### src/rtl/scov_pkg.sv
// Shared constants, payload types and state codes of the spatial covariance accumulator.
package scov_pkg;

	localparam int FFT_SIZE = 512;
	localparam int CHANNELS = 4;
	localparam int NBINS    = FFT_SIZE / 2 + 1;
	localparam int ENTRIES  = 16;
	localparam int DEPTH    = NBINS * ENTRIES;
	localparam int ADDR_W   = $clog2(DEPTH);
	localparam int BIN_W    = ADDR_W - 4;
	localparam int ACC_W    = 48;
	localparam int PROD_W   = 33;

	localparam logic [2:0]  CH_LIM     = 3'(CHANNELS);
	localparam logic [15:0] FRAMES_MAX = 16'hFFFF;

	typedef enum logic [0:0] {
		OP_ACC  = 1'b0,
		OP_READ = 1'b1
	} op_t;

	typedef enum logic [2:0] {
		ST_CLEAR,
		ST_IDLE,
		ST_ACC,
		ST_DRAIN,
		ST_ACC_DONE,
		ST_READ,
		ST_RD_DONE
	} state_t;

	typedef struct packed {
		op_t                op;
		logic [8:0]         bin;
		logic [3:0]         entry;
		logic               new_frame;
		logic signed [15:0] ch0_re;
		logic signed [15:0] ch0_im;
		logic signed [15:0] ch1_re;
		logic signed [15:0] ch1_im;
		logic signed [15:0] ch2_re;
		logic signed [15:0] ch2_im;
		logic signed [15:0] ch3_re;
		logic signed [15:0] ch3_im;
	} item_t;

	typedef struct packed {
		logic signed [ACC_W-1:0] sum_re;
		logic signed [ACC_W-1:0] sum_im;
		logic [15:0]             frames;
	} res_t;

	// Entry update issued towards the datapath
	typedef struct packed {
		logic              vld;
		logic              used;
		logic [3:0]        k;
		logic [ADDR_W-1:0] addr;
	} tag_t;

	// Store write port
	typedef struct packed {
		logic                    we;
		logic [ADDR_W-1:0]       addr;
		logic signed [ACC_W-1:0] re;
		logic signed [ACC_W-1:0] im;
	} wr_t;

endpackage

### src/rtl/scov_mac.sv
// Outer-product term and saturating read-modify-write datapath for one entry per cycle.
module scov_mac (
	input  logic                           clk,
	input  logic                           arst_n,
	input  scov_pkg::item_t                item,
	input  scov_pkg::tag_t                 tag,
	input  logic signed [scov_pkg::ACC_W-1:0] rdata_re,
	input  logic signed [scov_pkg::ACC_W-1:0] rdata_im,
	output scov_pkg::wr_t                  wr
);
	import scov_pkg::*;

	logic signed [15:0] xr [4];
	logic signed [15:0] xi [4];
	logic [1:0]         row;
	logic [1:0]         col;

	tag_t               tag_s1;
	logic signed [15:0] ar_s1, ai_s1, br_s1, bi_s1;
	logic signed [31:0] m_rr, m_ii, m_ir, m_ri;
	logic signed [PROD_W-1:0] pre, pim;

	tag_t                    tag_s2;
	logic signed [PROD_W-1:0] pre_s2, pim_s2;
	logic signed [ACC_W-1:0]  old_re_s2, old_im_s2;
	logic signed [ACC_W:0]    sum_re, sum_im;

	function automatic logic signed [ACC_W-1:0] sat(input logic signed [ACC_W:0] s);
		logic signed [ACC_W-1:0] r;
		case (s[ACC_W:ACC_W-1])
			2'b01:   r = {1'b0, {(ACC_W-1){1'b1}}};
			2'b10:   r = {1'b1, {(ACC_W-1){1'b0}}};
			default: r = s[ACC_W-1:0];
		endcase
		return r;
	endfunction

	always_comb begin
		xr[0] = item.ch0_re;
		xi[0] = item.ch0_im;
		xr[1] = item.ch1_re;
		xi[1] = item.ch1_im;
		xr[2] = item.ch2_re;
		xi[2] = item.ch2_im;
		xr[3] = item.ch3_re;
		xi[3] = item.ch3_im;
		row   = tag.k[3:2];
		col   = tag.k[1:0];
	end

	// Operand select alongside the store read
	always_ff @(posedge clk or negedge arst_n) begin
		if (!arst_n) begin
			tag_s1 <= '0;
		end else begin
			tag_s1 <= tag;
		end
	end

	always_ff @(posedge clk) begin
		ar_s1 <= xr[row];
		ai_s1 <= xi[row];
		br_s1 <= xr[col];
		bi_s1 <= xi[col];
	end

	// x[r] * conj(x[c])
	always_comb begin
		m_rr = ar_s1 * br_s1;
		m_ii = ai_s1 * bi_s1;
		m_ir = ai_s1 * br_s1;
		m_ri = ar_s1 * bi_s1;
		pre  = PROD_W'(m_rr) + PROD_W'(m_ii);
		pim  = PROD_W'(m_ir) - PROD_W'(m_ri);
	end

	always_ff @(posedge clk or negedge arst_n) begin
		if (!arst_n) begin
			tag_s2 <= '0;
		end else begin
			tag_s2 <= tag_s1;
		end
	end

	always_ff @(posedge clk) begin
		pre_s2    <= pre;
		pim_s2    <= pim;
		old_re_s2 <= rdata_re;
		old_im_s2 <= rdata_im;
	end

	always_comb begin
		sum_re  = (ACC_W + 1)'(old_re_s2) + (ACC_W + 1)'(pre_s2);
		sum_im  = (ACC_W + 1)'(old_im_s2) + (ACC_W + 1)'(pim_s2);
		wr.we   = tag_s2.vld & tag_s2.used;
		wr.addr = tag_s2.addr;
		wr.re   = sat(sum_re);
		wr.im   = sat(sum_im);
	end

endmodule

### config.mk
export PLATFORM = sky130hd
export DESIGN_NAME = scov_mac
export DESIGN_NICKNAME = d
export VERILOG_FILES = /design/src/rtl/scov_pkg.sv /design/src/rtl/scov_mac.sv
export SDC_FILE = /design/constraint.sdc
export NUM_CORES = 2
export LEC_CHECK = 0
export BUFFER_PORTS_ARGS = -buffer_cell sky130_fd_sc_hd__buf_2
export CAP_MARGIN = 10
export CORE_MARGIN = 1.5
export CORE_UTILIZATION = 38
export DETAILED_ROUTE_END_ITERATION = 12
export GPL_TIMING_DRIVEN = 0
export MAX_ROUTING_LAYER = met4
export PLACE_DENSITY = 0.68
export SLEW_MARGIN = 10
export SYNTH_ARGS = -nofsm -noshare
export SYNTH_HDL_FRONTEND = slang
export SYNTH_SLANG_ARGS = --single-unit
### constraint.sdc
create_clock -name clk -period 6.97 [get_ports clk]
set_clock_uncertainty 0.1 [all_clocks]
set_input_delay 1.394 -clock clk [delete_from_list [all_inputs] [get_ports clk]]
set_output_delay 1.394 -clock clk [all_outputs]
set_load 0.05 [all_outputs]
==> reports/metrics.yaml <==
status: "finished with violations"
violations: "negative setup slack"
final_nets: 8005
dp_cells: 7835
path_delay_family: "adder cells"
synthAdderAreaFrac_pct: 53.6
yosysTopAreaCell: "fa_1"
rows: 137
worst_pin_slew_ns: 1.22
clk_path_buf_depth: 3
yosysWarnings: 0
io_buffers: 352
grt.overflow.total: 0
syn-num-nets: 7452
gp_congestion: 1.06
dieArea_mm2: 0.143
setup_slack_ns: -0.314
async_flop_share_pct: 11.7
critPathMaxStageDelay_ns: 0.61
drtIter0Drc: 3348
slew_headroom_pct: 16.7
synth_cells: 5607
avgSynthCellArea_um2: 9.53
area_growth_pct: 20.0
synth_mux_area_share_pct: 2.74
drv_cap: 0
pin_count: 370
cts-root-buf: "clkbuf_16"
clk_latency_ns: 0.60
routedWlPerCell_um: 23.5
wl_met3_mm: 20.3
final_max_slew_viol_count: 0
worstSetupStartpointType: "register"
clk_pin_slew_ns: 0.06
synth.area.top_cells: "fa_1 (44%), ha_1 (9.6%), inv_1 (9.3%), dfxtp_1 (8.5%), and2_1 (5.9%)"
required_ns: 7.34
drive_gt1_share_pct: 19.3
setup_viol: 19
grt_pass1_wl_mm: 277
cts-hold-fix-buffers: 0
fin_crit_sh_pct: 104
synth_area_mm2: 0.0534
grt_max_degree: 31
wl_mm: 190
crit_path_top_delay_cell: "fa_2"
rsz0062_at_grt: "yes"
cts_tree: "yes"
yosys.area_share.simple_pct: 13.1
synth_cell_types: 90
hold_viol_final: 0
drc: 0
htree_levels: 2
rrSetupSlack_ns: -0.31
crit_fanout: 8
crit_type: "reg2reg"
fin_cells: 8101
via_per_inst: 5.16
cts_buffers: 34
worstSetupEndpointType: "register"
synth_compound_area_share_pct: 6.78
synthTopCellsByCount: "inv_1 (1326), fa_1 (1175), nand2_1 (568)"
first_global_vias: 43300
die_x_um: 378
top_layer: "met4"
synth_top_family_by_area: "adder cells"
fill_cells: 13300
route.vias.total: 41800
yosysMostFrequentCell: "inv_1"
cp_common_cell: "fa_1"
ys_seq_area_share_pct: 9.87
ant_nets: 0
wl_met1_mm: 79.1
ys_ff_latch: 256
start_util_pct: 38.3
synthFlopType: "dfxtp_1"
track_usage_pct: 27.5
synthXorXnorAreaFrac_pct: 2.54
timing.fmax_ghz: 0.137
cts_sinks: 256
cp_data_arrival_time_ns: 7.65
synth_top_area_share_pct: 44.0
worst-path-buf-inv: 8
fp.dieH_um: 378
fin_crit_ns: 7.28
wl_met2_mm: 82.8
hpwl_mm: 150
antenna_found_initial: 24
core_area_mm2: 0.140
drt_first_pass_iters: 7
postLayoutCoreUtil_pct: 45.9
synth_edf_count: 0
hp-class: "reg2reg"
-- flip-flops by register name, indices dropped and copies added (netlist names), 15 cells and up --
name,cells
old_im_s2,48
old_re_s2,48
pim_s2,33
pre_s2,33
ai_s1,16
ar_s1,16
bi_s1,16
br_s1,16
tag_s1,15
-- cell families (layout without fill, tap and decap cells) --
kind of cell	Yosys count	count (layout)
fa+ha+maj	1585	1585
other cells	0	41
xor+xnor	155	155
compound gates	545	545
buf+inv	1590	2167
simple gates	1410	1410
flops	256	256
mux	66	66
-- final timing paths --
check / from / endpoint / cells past startpoint
min in group asynchronous: arst_n / tag_s1[5] / 1
worst max register to register: br_s1[10] / pre_s2[32] / 26
worst min register to register: tag_s1[8] / wr[104] / 0
worst max-delay path: br_s1[10] / pre_s2[32] / 26
worst min-delay path: tag_s1[8] / wr[104] / 0
max in group asynchronous: arst_n / wr[105] / 1
-- area by class of cell --
class                   instances  area, µm²  share of cell area (%)
diodes                         41        103                   0.160
clock buffers                  44        960                    1.50
flip-flops and latches        256       5480                    8.55
plain buffers                 254       3220                    5.02
repair buffers                524       3430                    5.36
multi-input cells            3761      43300                    67.6
clock inverters                16        203                   0.316
inverters                    1329       5020                    7.83
well taps                    1876       2350                    3.66
-- timing repair --
item,4_1_cts,5_1_grt
setup endpoints to repair,122,110
gates resized for setup,834,184
cloned,5,4
pin swaps,112,81
setup buffers,100,65
endpoints found under the hold margin,0,0
-- through the flow --
stage                     hold slack [ns]  area [µm²]  setup TNS [ns]  setup slack (ns)
after floorplan                     0.231       53600               0          0.000640
after global placement              0.232       57700          -61.25             -2.02
after detailed placement            0.235       57700          -64.52             -2.12
after CTS                           0.249       62900           -4.25            -0.353
after global routing                0.255       64100           -7.90            -0.560
final                               0.248       64100           -3.65            -0.314
-- routing by layer --
metal	global-route usage, %	up-vias
met3	7.03	334
met1	36.9	21500
met4	10.1	0
met5	-	-
li1	-	18100
met2	40.0	1868
-- placed cells by master (no fill, tap or decap), drive strengths merged, types with 8 or more instances in the layout --
cell	n
nor2	134
nand2	568
o21bai	19
dfrtp	30
o21ai	134
o211ai	19
buf	576
nor4	10
clkbuf	245
ha	410
nor3	35
a21boi	9
xnor2	106
nand3	37
inv	1328
fa	1175
and2	508
nor2b	16
and3	17
diode	41
o31ai	14
a31oi	22
a211oi	17
o21a	25
a211o	8
nand2b	31
dfxtp	226
clkinvlp	9
a21oi	136
mux4	64
xor2	49
or3	12
nand4	15
a21o	67
Power is not shown: default switching activity piles up to over one toggle a cycle in this logic, so the estimate is an artifact.
