$ cat src/rtl/scov_pkg.sv
// Shared constants, payload types and state codes of the spatial covariance accumulator.
package scov_pkg;

	localparam int FFT_SIZE = 512;
	localparam int CHANNELS = 4;
	localparam int NBINS    = FFT_SIZE / 2 + 1;
	localparam int ENTRIES  = 16;
	localparam int DEPTH    = NBINS * ENTRIES;
	localparam int ADDR_W   = $clog2(DEPTH);
	localparam int BIN_W    = ADDR_W - 4;
	localparam int ACC_W    = 48;
	localparam int PROD_W   = 33;

	localparam logic [2:0]  CH_LIM     = 3'(CHANNELS);
	localparam logic [15:0] FRAMES_MAX = 16'hFFFF;

	typedef enum logic [0:0] {
		OP_ACC  = 1'b0,
		OP_READ = 1'b1
	} op_t;

	typedef enum logic [2:0] {
		ST_CLEAR,
		ST_IDLE,
		ST_ACC,
		ST_DRAIN,
		ST_ACC_DONE,
		ST_READ,
		ST_RD_DONE
	} state_t;

	typedef struct packed {
		op_t                op;
		logic [8:0]         bin;
		logic [3:0]         entry;
		logic               new_frame;
		logic signed [15:0] ch0_re;
		logic signed [15:0] ch0_im;
		logic signed [15:0] ch1_re;
		logic signed [15:0] ch1_im;
		logic signed [15:0] ch2_re;
		logic signed [15:0] ch2_im;
		logic signed [15:0] ch3_re;
		logic signed [15:0] ch3_im;
	} item_t;

	typedef struct packed {
		logic signed [ACC_W-1:0] sum_re;
		logic signed [ACC_W-1:0] sum_im;
		logic [15:0]             frames;
	} res_t;

	// Entry update issued towards the datapath
	typedef struct packed {
		logic              vld;
		logic              used;
		logic [3:0]        k;
		logic [ADDR_W-1:0] addr;
	} tag_t;

	// Store write port
	typedef struct packed {
		logic                    we;
		logic [ADDR_W-1:0]       addr;
		logic signed [ACC_W-1:0] re;
		logic signed [ACC_W-1:0] im;
	} wr_t;

endpackage

$ cat src/rtl/scov_seq.sv
// Command sequencer: clearing sweep, entry walk, frame counter and result register.
module scov_seq (
	input  logic                              clk,
	input  logic                              arst_n,
	input  logic                              start,
	input  scov_pkg::item_t                   cmd,
	output logic                              busy,
	output logic                              done,
	output scov_pkg::res_t                    result,
	output scov_pkg::item_t                   item,
	output logic                              rd_en,
	output logic [scov_pkg::ADDR_W-1:0]       rd_addr,
	input  logic signed [scov_pkg::ACC_W-1:0] rdata_re,
	input  logic signed [scov_pkg::ACC_W-1:0] rdata_im,
	output scov_pkg::tag_t                    tag,
	output scov_pkg::wr_t                     clr
);
	import scov_pkg::*;

	state_t            state_q, state_d;
	item_t             item_q;
	logic [3:0]        k_q;
	logic [ADDR_W-1:0] clr_q;
	logic [15:0]       frames_q;
	res_t              res_q;
	logic              done_q;

	logic              accept;
	logic              cmd_bin_ok;
	logic              rd_ok;
	logic [BIN_W-1:0]  bin_idx;

	assign accept     = start && (state_q == ST_IDLE);
	assign cmd_bin_ok = (cmd.bin != 9'd0) && (32'(cmd.bin) < 32'(NBINS));
	assign rd_ok      = (32'(item_q.bin) < 32'(NBINS)) && ({1'b0, item_q.entry[3:2]} < CH_LIM)
		&& ({1'b0, item_q.entry[1:0]} < CH_LIM);
	assign bin_idx    = BIN_W'(item_q.bin);

	always_comb begin
		state_d = state_q;
		case (state_q)
			ST_CLEAR: begin
				if (clr_q == ADDR_W'(DEPTH - 1)) begin
					state_d = ST_IDLE;
				end
			end
			ST_IDLE: begin
				if (start) begin
					if (cmd.op == OP_READ) begin
						state_d = ST_READ;
					end else if (cmd_bin_ok) begin
						state_d = ST_ACC;
					end else begin
						state_d = ST_ACC_DONE;
					end
				end
			end
			ST_ACC: begin
				if (k_q == 4'hF) begin
					state_d = ST_DRAIN;
				end
			end
			ST_DRAIN:    state_d = ST_ACC_DONE;
			ST_ACC_DONE: state_d = ST_IDLE;
			ST_READ:     state_d = ST_RD_DONE;
			ST_RD_DONE:  state_d = ST_IDLE;
			default:     state_d = ST_IDLE;
		endcase
	end

	always_comb begin
		busy     = (state_q != ST_IDLE);
		rd_en    = (state_q == ST_ACC) || (state_q == ST_READ);
		rd_addr  = (state_q == ST_ACC) ? {bin_idx, k_q} : {bin_idx, item_q.entry};
		tag.vld  = (state_q == ST_ACC);
		tag.used = ({1'b0, k_q[3:2]} < CH_LIM) && ({1'b0, k_q[1:0]} < CH_LIM);
		tag.k    = k_q;
		tag.addr = {bin_idx, k_q};
		clr.we   = (state_q == ST_CLEAR);
		clr.addr = clr_q;
		clr.re   = '0;
		clr.im   = '0;
	end

	always_ff @(posedge clk or negedge arst_n) begin
		if (!arst_n) begin
			state_q  <= ST_CLEAR;
			k_q      <= '0;
			clr_q    <= '0;
			frames_q <= '0;
			done_q   <= 1'b0;
		end else begin
			state_q <= state_d;
			done_q  <= (state_q == ST_ACC_DONE) || (state_q == ST_RD_DONE);
			if (state_q == ST_CLEAR) begin
				clr_q <= clr_q + 1'b1;
			end
			// advance through the sixteen entries of the bin
			if (state_q == ST_ACC) begin
				k_q <= k_q + 1'b1;
			end else begin
				k_q <= '0;
			end
			if (accept && (cmd.op == OP_ACC) && cmd.new_frame && (frames_q != FRAMES_MAX)) begin
				frames_q <= frames_q + 1'b1;
			end
		end
	end

	always_ff @(posedge clk) begin
		if (accept) begin
			item_q <= cmd;
		end
		if (state_q == ST_ACC_DONE) begin
			res_q.sum_re <= '0;
			res_q.sum_im <= '0;
			res_q.frames <= frames_q;
		end else if (state_q == ST_RD_DONE) begin
			res_q.sum_re <= rd_ok ? rdata_re : '0;
			res_q.sum_im <= rd_ok ? rdata_im : '0;
			res_q.frames <= frames_q;
		end
	end

	assign done   = done_q;
	assign result = res_q;
	assign item   = item_q;

endmodule

$ cat config.mk
export PLATFORM = sky130hd
export DESIGN_NAME = scov_seq
export DESIGN_NICKNAME = d
export VERILOG_FILES = /design/src/rtl/scov_pkg.sv /design/src/rtl/scov_seq.sv
export SDC_FILE = /design/constraint.sdc
export NUM_CORES = 1
export LEC_CHECK = 0
export BUFFER_PORTS_ARGS = -buffer_cell sky130_fd_sc_hd__buf_2
export CAP_MARGIN = 30
export CELL_PAD_IN_SITES_DETAIL_PLACEMENT = 1
export CELL_PAD_IN_SITES_GLOBAL_PLACEMENT = 1
export CORE_AREA = 5 5 244 246
export DETAILED_ROUTE_END_ITERATION = 8
export DIE_AREA = 0 0 249 251
export PLACE_DENSITY_LB_ADDON = 0.1
export SYNTH_ARGS = -nofsm -noshare
export SYNTH_HDL_FRONTEND = slang
export SYNTH_SLANG_ARGS = --single-unit
export TNS_END_PERCENT = 100
$ cat constraint.sdc
create_clock -name clk -period 6.31 [get_ports clk]
set_input_delay 0.631 -clock clk [delete_from_list [all_inputs] [get_ports clk]]
set_output_delay 0.631 -clock clk [all_outputs]
set_load 0.1 [all_outputs]
==> results.toml <==
[outcome]
run_status = "finished clean"

[min_path]
hold_path_class = "in -> reg"
worst_hold_path.endpoint = "item[101]$_DFFE_PP_"
hp-start = "cmd[101]"
worstHoldPathCells = 1

[floorplan]
num_rows = 88
io_pins = 642
die-width_um = 249
design.core.area_um2 = 57100
initial_core_util_pct = 18.4
dieArea_um2 = 62500
die_h_um = 251

[clock_tree]
cts_buffer_depth = 3
cts_tree = "built"
cts.sinks = 292
clk_latency_ns = 0.54
cts-root-buf = "clkbuf_16"
numCtsBuffers = 38
clk_pin_slew_ns = 0.06
cts_max_level = 2
cts_resized = 0

[routing]
avgRoutedWirePerCell_um = 20.6
ant_nets = 0
drt-vias-per-instance = 3.65
dr.pass1.iters = 4
drc_errors = 0
vias = 7356
drt_iter0_drc = 308
wirelength_mm = 41.6

[timing]
rsz0062_at_grt = "false"
max_slew.worst_pin.slew_ns = 0.923
tns_ns = 0
holdWs_ns = 0.260
relSlewSlack_pct = 38.5
fin_skew_ns = 0.0184
final_hold_viol_count = 0
clock.fmax_mhz = 305
fin_crit_sh_pct = 51.9
setup_viol_count_final = 0
finalCriticalPeriod_ns = 3.28
slew_violations = 0

[setup_path]
ff2ff_setup_slack_ns = 3.11
critical_path_required_ns = 5.68
worstRegToRegCells = 5
cp_max_fo = 9
timing.rr.start = "bin_idx[3]$_DFFE_PP_"
crit_type = "reg -> out"
cp.arrival_ns = 2.64
cp-end-kind = "output port"
reg2reg_to = "result[91]$_SDFFE_PN0N_"
startpoint_type = "flop"

[synth]
yosysTopAreaCellShare_pct = 45.4
synth_xor_xnor_area_share_pct = 2.17
netlist_area_um2 = 10500
synthTopCellsByArea = "edfxtp_1 (45%), dfxtp_1 (18%), buf_4 (8.9%)"
synth_compound_area_share_pct = 9.31
synth_largest_area_cell = "edfxtp_1"
synth_edf_count = 159
seq_area_frac_synth_pct = 72.5
synthSimpleGateAreaFrac_pct = 4.59
synthAdderAreaFrac_pct = 0.357
synth.distinct_cells = 46
postSynthCellCount = 677
syn_avg_cell_area_um2 = 15.5
synth-main-ff-cell = "edfxtp_1"
synth_top_family_by_area = "buffers and inverters"
muxShareOfSynthArea_pct = 0.964
synth_warnings = 0
synthArstFlopShare_pct = 12.7
ys_seq_elements = 292

[global_routing]
grt_pass1_vias = 7897
grt_start_max_net_pins = 82
grt_pass1_wl_mm = 58.0
grt-ovfl-total = 0
antenna_found_initial = 9
grt_use_total_pct = 12.5

[pwr]
p_per_area_nw_per_um2 = 592
p_leak_nw = 6.76
vdd.ir_drop.worst_mv = 0.299

[place]
portBuffers = 544
dp_hpwl_mm = 32.8
place_congestion = 0.789

[finish]
drive_above_1_share_pct = 49.6
areaGrowthSynthToFinish_pct = 41.5
nNetsFinal = 1464

[run]
cap_violations = 0
-- stage by stage --
stage               power (W)  setup slack (ns)  util, %  cell area (um2)  std cells
floorplan             0.00607              1.74        -            10900        772
global placement      0.00672              2.92     23.7            13600       1942
detailed placement    0.00671              2.93     23.8            13600       1943
CTS                   0.00896              2.87     26.0            14900       2013
global route          0.00914              2.75     26.0            14900       2016
finish                0.00880              3.03     26.0            14900       2018
-- layer usage --
layer	part of all wire, %	vias up	GRT usage (%)
li1	-	3400	-
met1	37	3484	13.3
met2	51	408	22.2
met3	11	56	6.32
met4	1.9	8	3.04
met5	0.14	-	0
-- flip-flops by register name, indices dropped and copies added, names as in the netlist --
| register | cells |
|---|---|
| item | 134 |
| result | 112 |
| frames_q | 16 |
| clr_q | 13 |
| bin_idx | 9 |
| k_q | 4 |
| state_q | 3 |
| done | 1 |
-- report_power, final --
group          switching, W  total (W)  internal, W  leakage, nW
combinational       0.00347    0.00399     0.000518         3.42
sequential         0.000217    0.00264      0.00243         2.72
clock              0.000832    0.00217      0.00134        0.610
total               0.00452    0.00880      0.00428         6.76
-- how the worst max path moves through the flow --
stage	slack (ns)	startpoint	end	cells past startpoint
final	3.03	state_q[2]$_DFFE_PN0P_	rd_en	4
after global routing	2.75	bin_idx[3]$_DFFE_PP_	result[98]$_SDFFE_PN0N_	5
after CTS	2.87	state_q[2]$_DFFE_PN0P_	rd_en	4
after detailed placement	2.93	bin_idx[3]$_DFFE_PP_	result[99]$_SDFFE_PN0N_	5
after global placement	2.92	bin_idx[3]$_DFFE_PP_	result[76]$_SDFFE_PN0N_	5
after floorplan	1.74	state_q[2]$_DFFE_PN0P_	bin_idx[0]$_DFFE_PP_	3
-- cells by family after synthesis --
family,Yosys count
other cells,2
fa+ha+maj,3
buf+inv,151
simple gates,80
mux,9
compound gates,114
xor+xnor,26
flops,292
-- critical path, cell delays in order (launching register included) --
cell and delay, ns:
dfrtp_1 0.51, nor2_1 0.31, nand2_1 0.40, o21ai_0 0.31, buf_2 0.55
-- synthesized netlist by cell type (all sizes together), types with 3 or more instances --
cell type  instances
nor2               7
dfxtp             96
nor4              10
nor3               5
inv                8
a22o              96
clkbuf            11
xor2              15
ha                 3
dfrtp             37
xnor2             11
buf              132
nand2             19
nand4              5
edfxtp           159
nand3             13
a211oi             7
and3               9
o21ai              3
mux2               9
-- cell usage in the layout, fill, tap and decap left out, drive strengths merged, types with 3 or more instances in the layout --
cell type / Yosys / final
a211oi: 7 / 7
a22o: 96 / 96
and3: 9 / 9
buf: 132 / 549
bufinv: 0 / 3
clkbuf: 11 / 57
clkinv: 0 / 6
conb: 2 / 97
dfrtp: 37 / 37
dfxtp: 96 / 96
diode: 0 / 5
edfxtp: 159 / 159
ha: 3 / 3
inv: 8 / 10
mux2: 9 / 9
nand2: 19 / 19
nand3: 13 / 13
nand4: 5 / 5
nor2: 7 / 7
nor3: 5 / 5
nor4: 10 / 10
o21ai: 3 / 3
xnor2: 11 / 11
xor2: 15 / 15
-- repair_timing --
item,in CTS,in global routing
hold buffers,1,0
buffers inserted,0,0
setup endpoints to repair,0,0
endpoints found under the hold margin,10,0
-- cell type report --
class	count	area (um2)
Inverter	8	30.0
Multi-Input combinational cell	329	2210
Antenna cell	5	12.5
Clock buffer	57	1100
Fill cell	6437	42300
Sequential cell	292	7620
Clock inverter	12	153
Tap cell	765	957
Timing Repair Buffer	550	2780
Note: power is estimated with default switching activity, not from simulation.
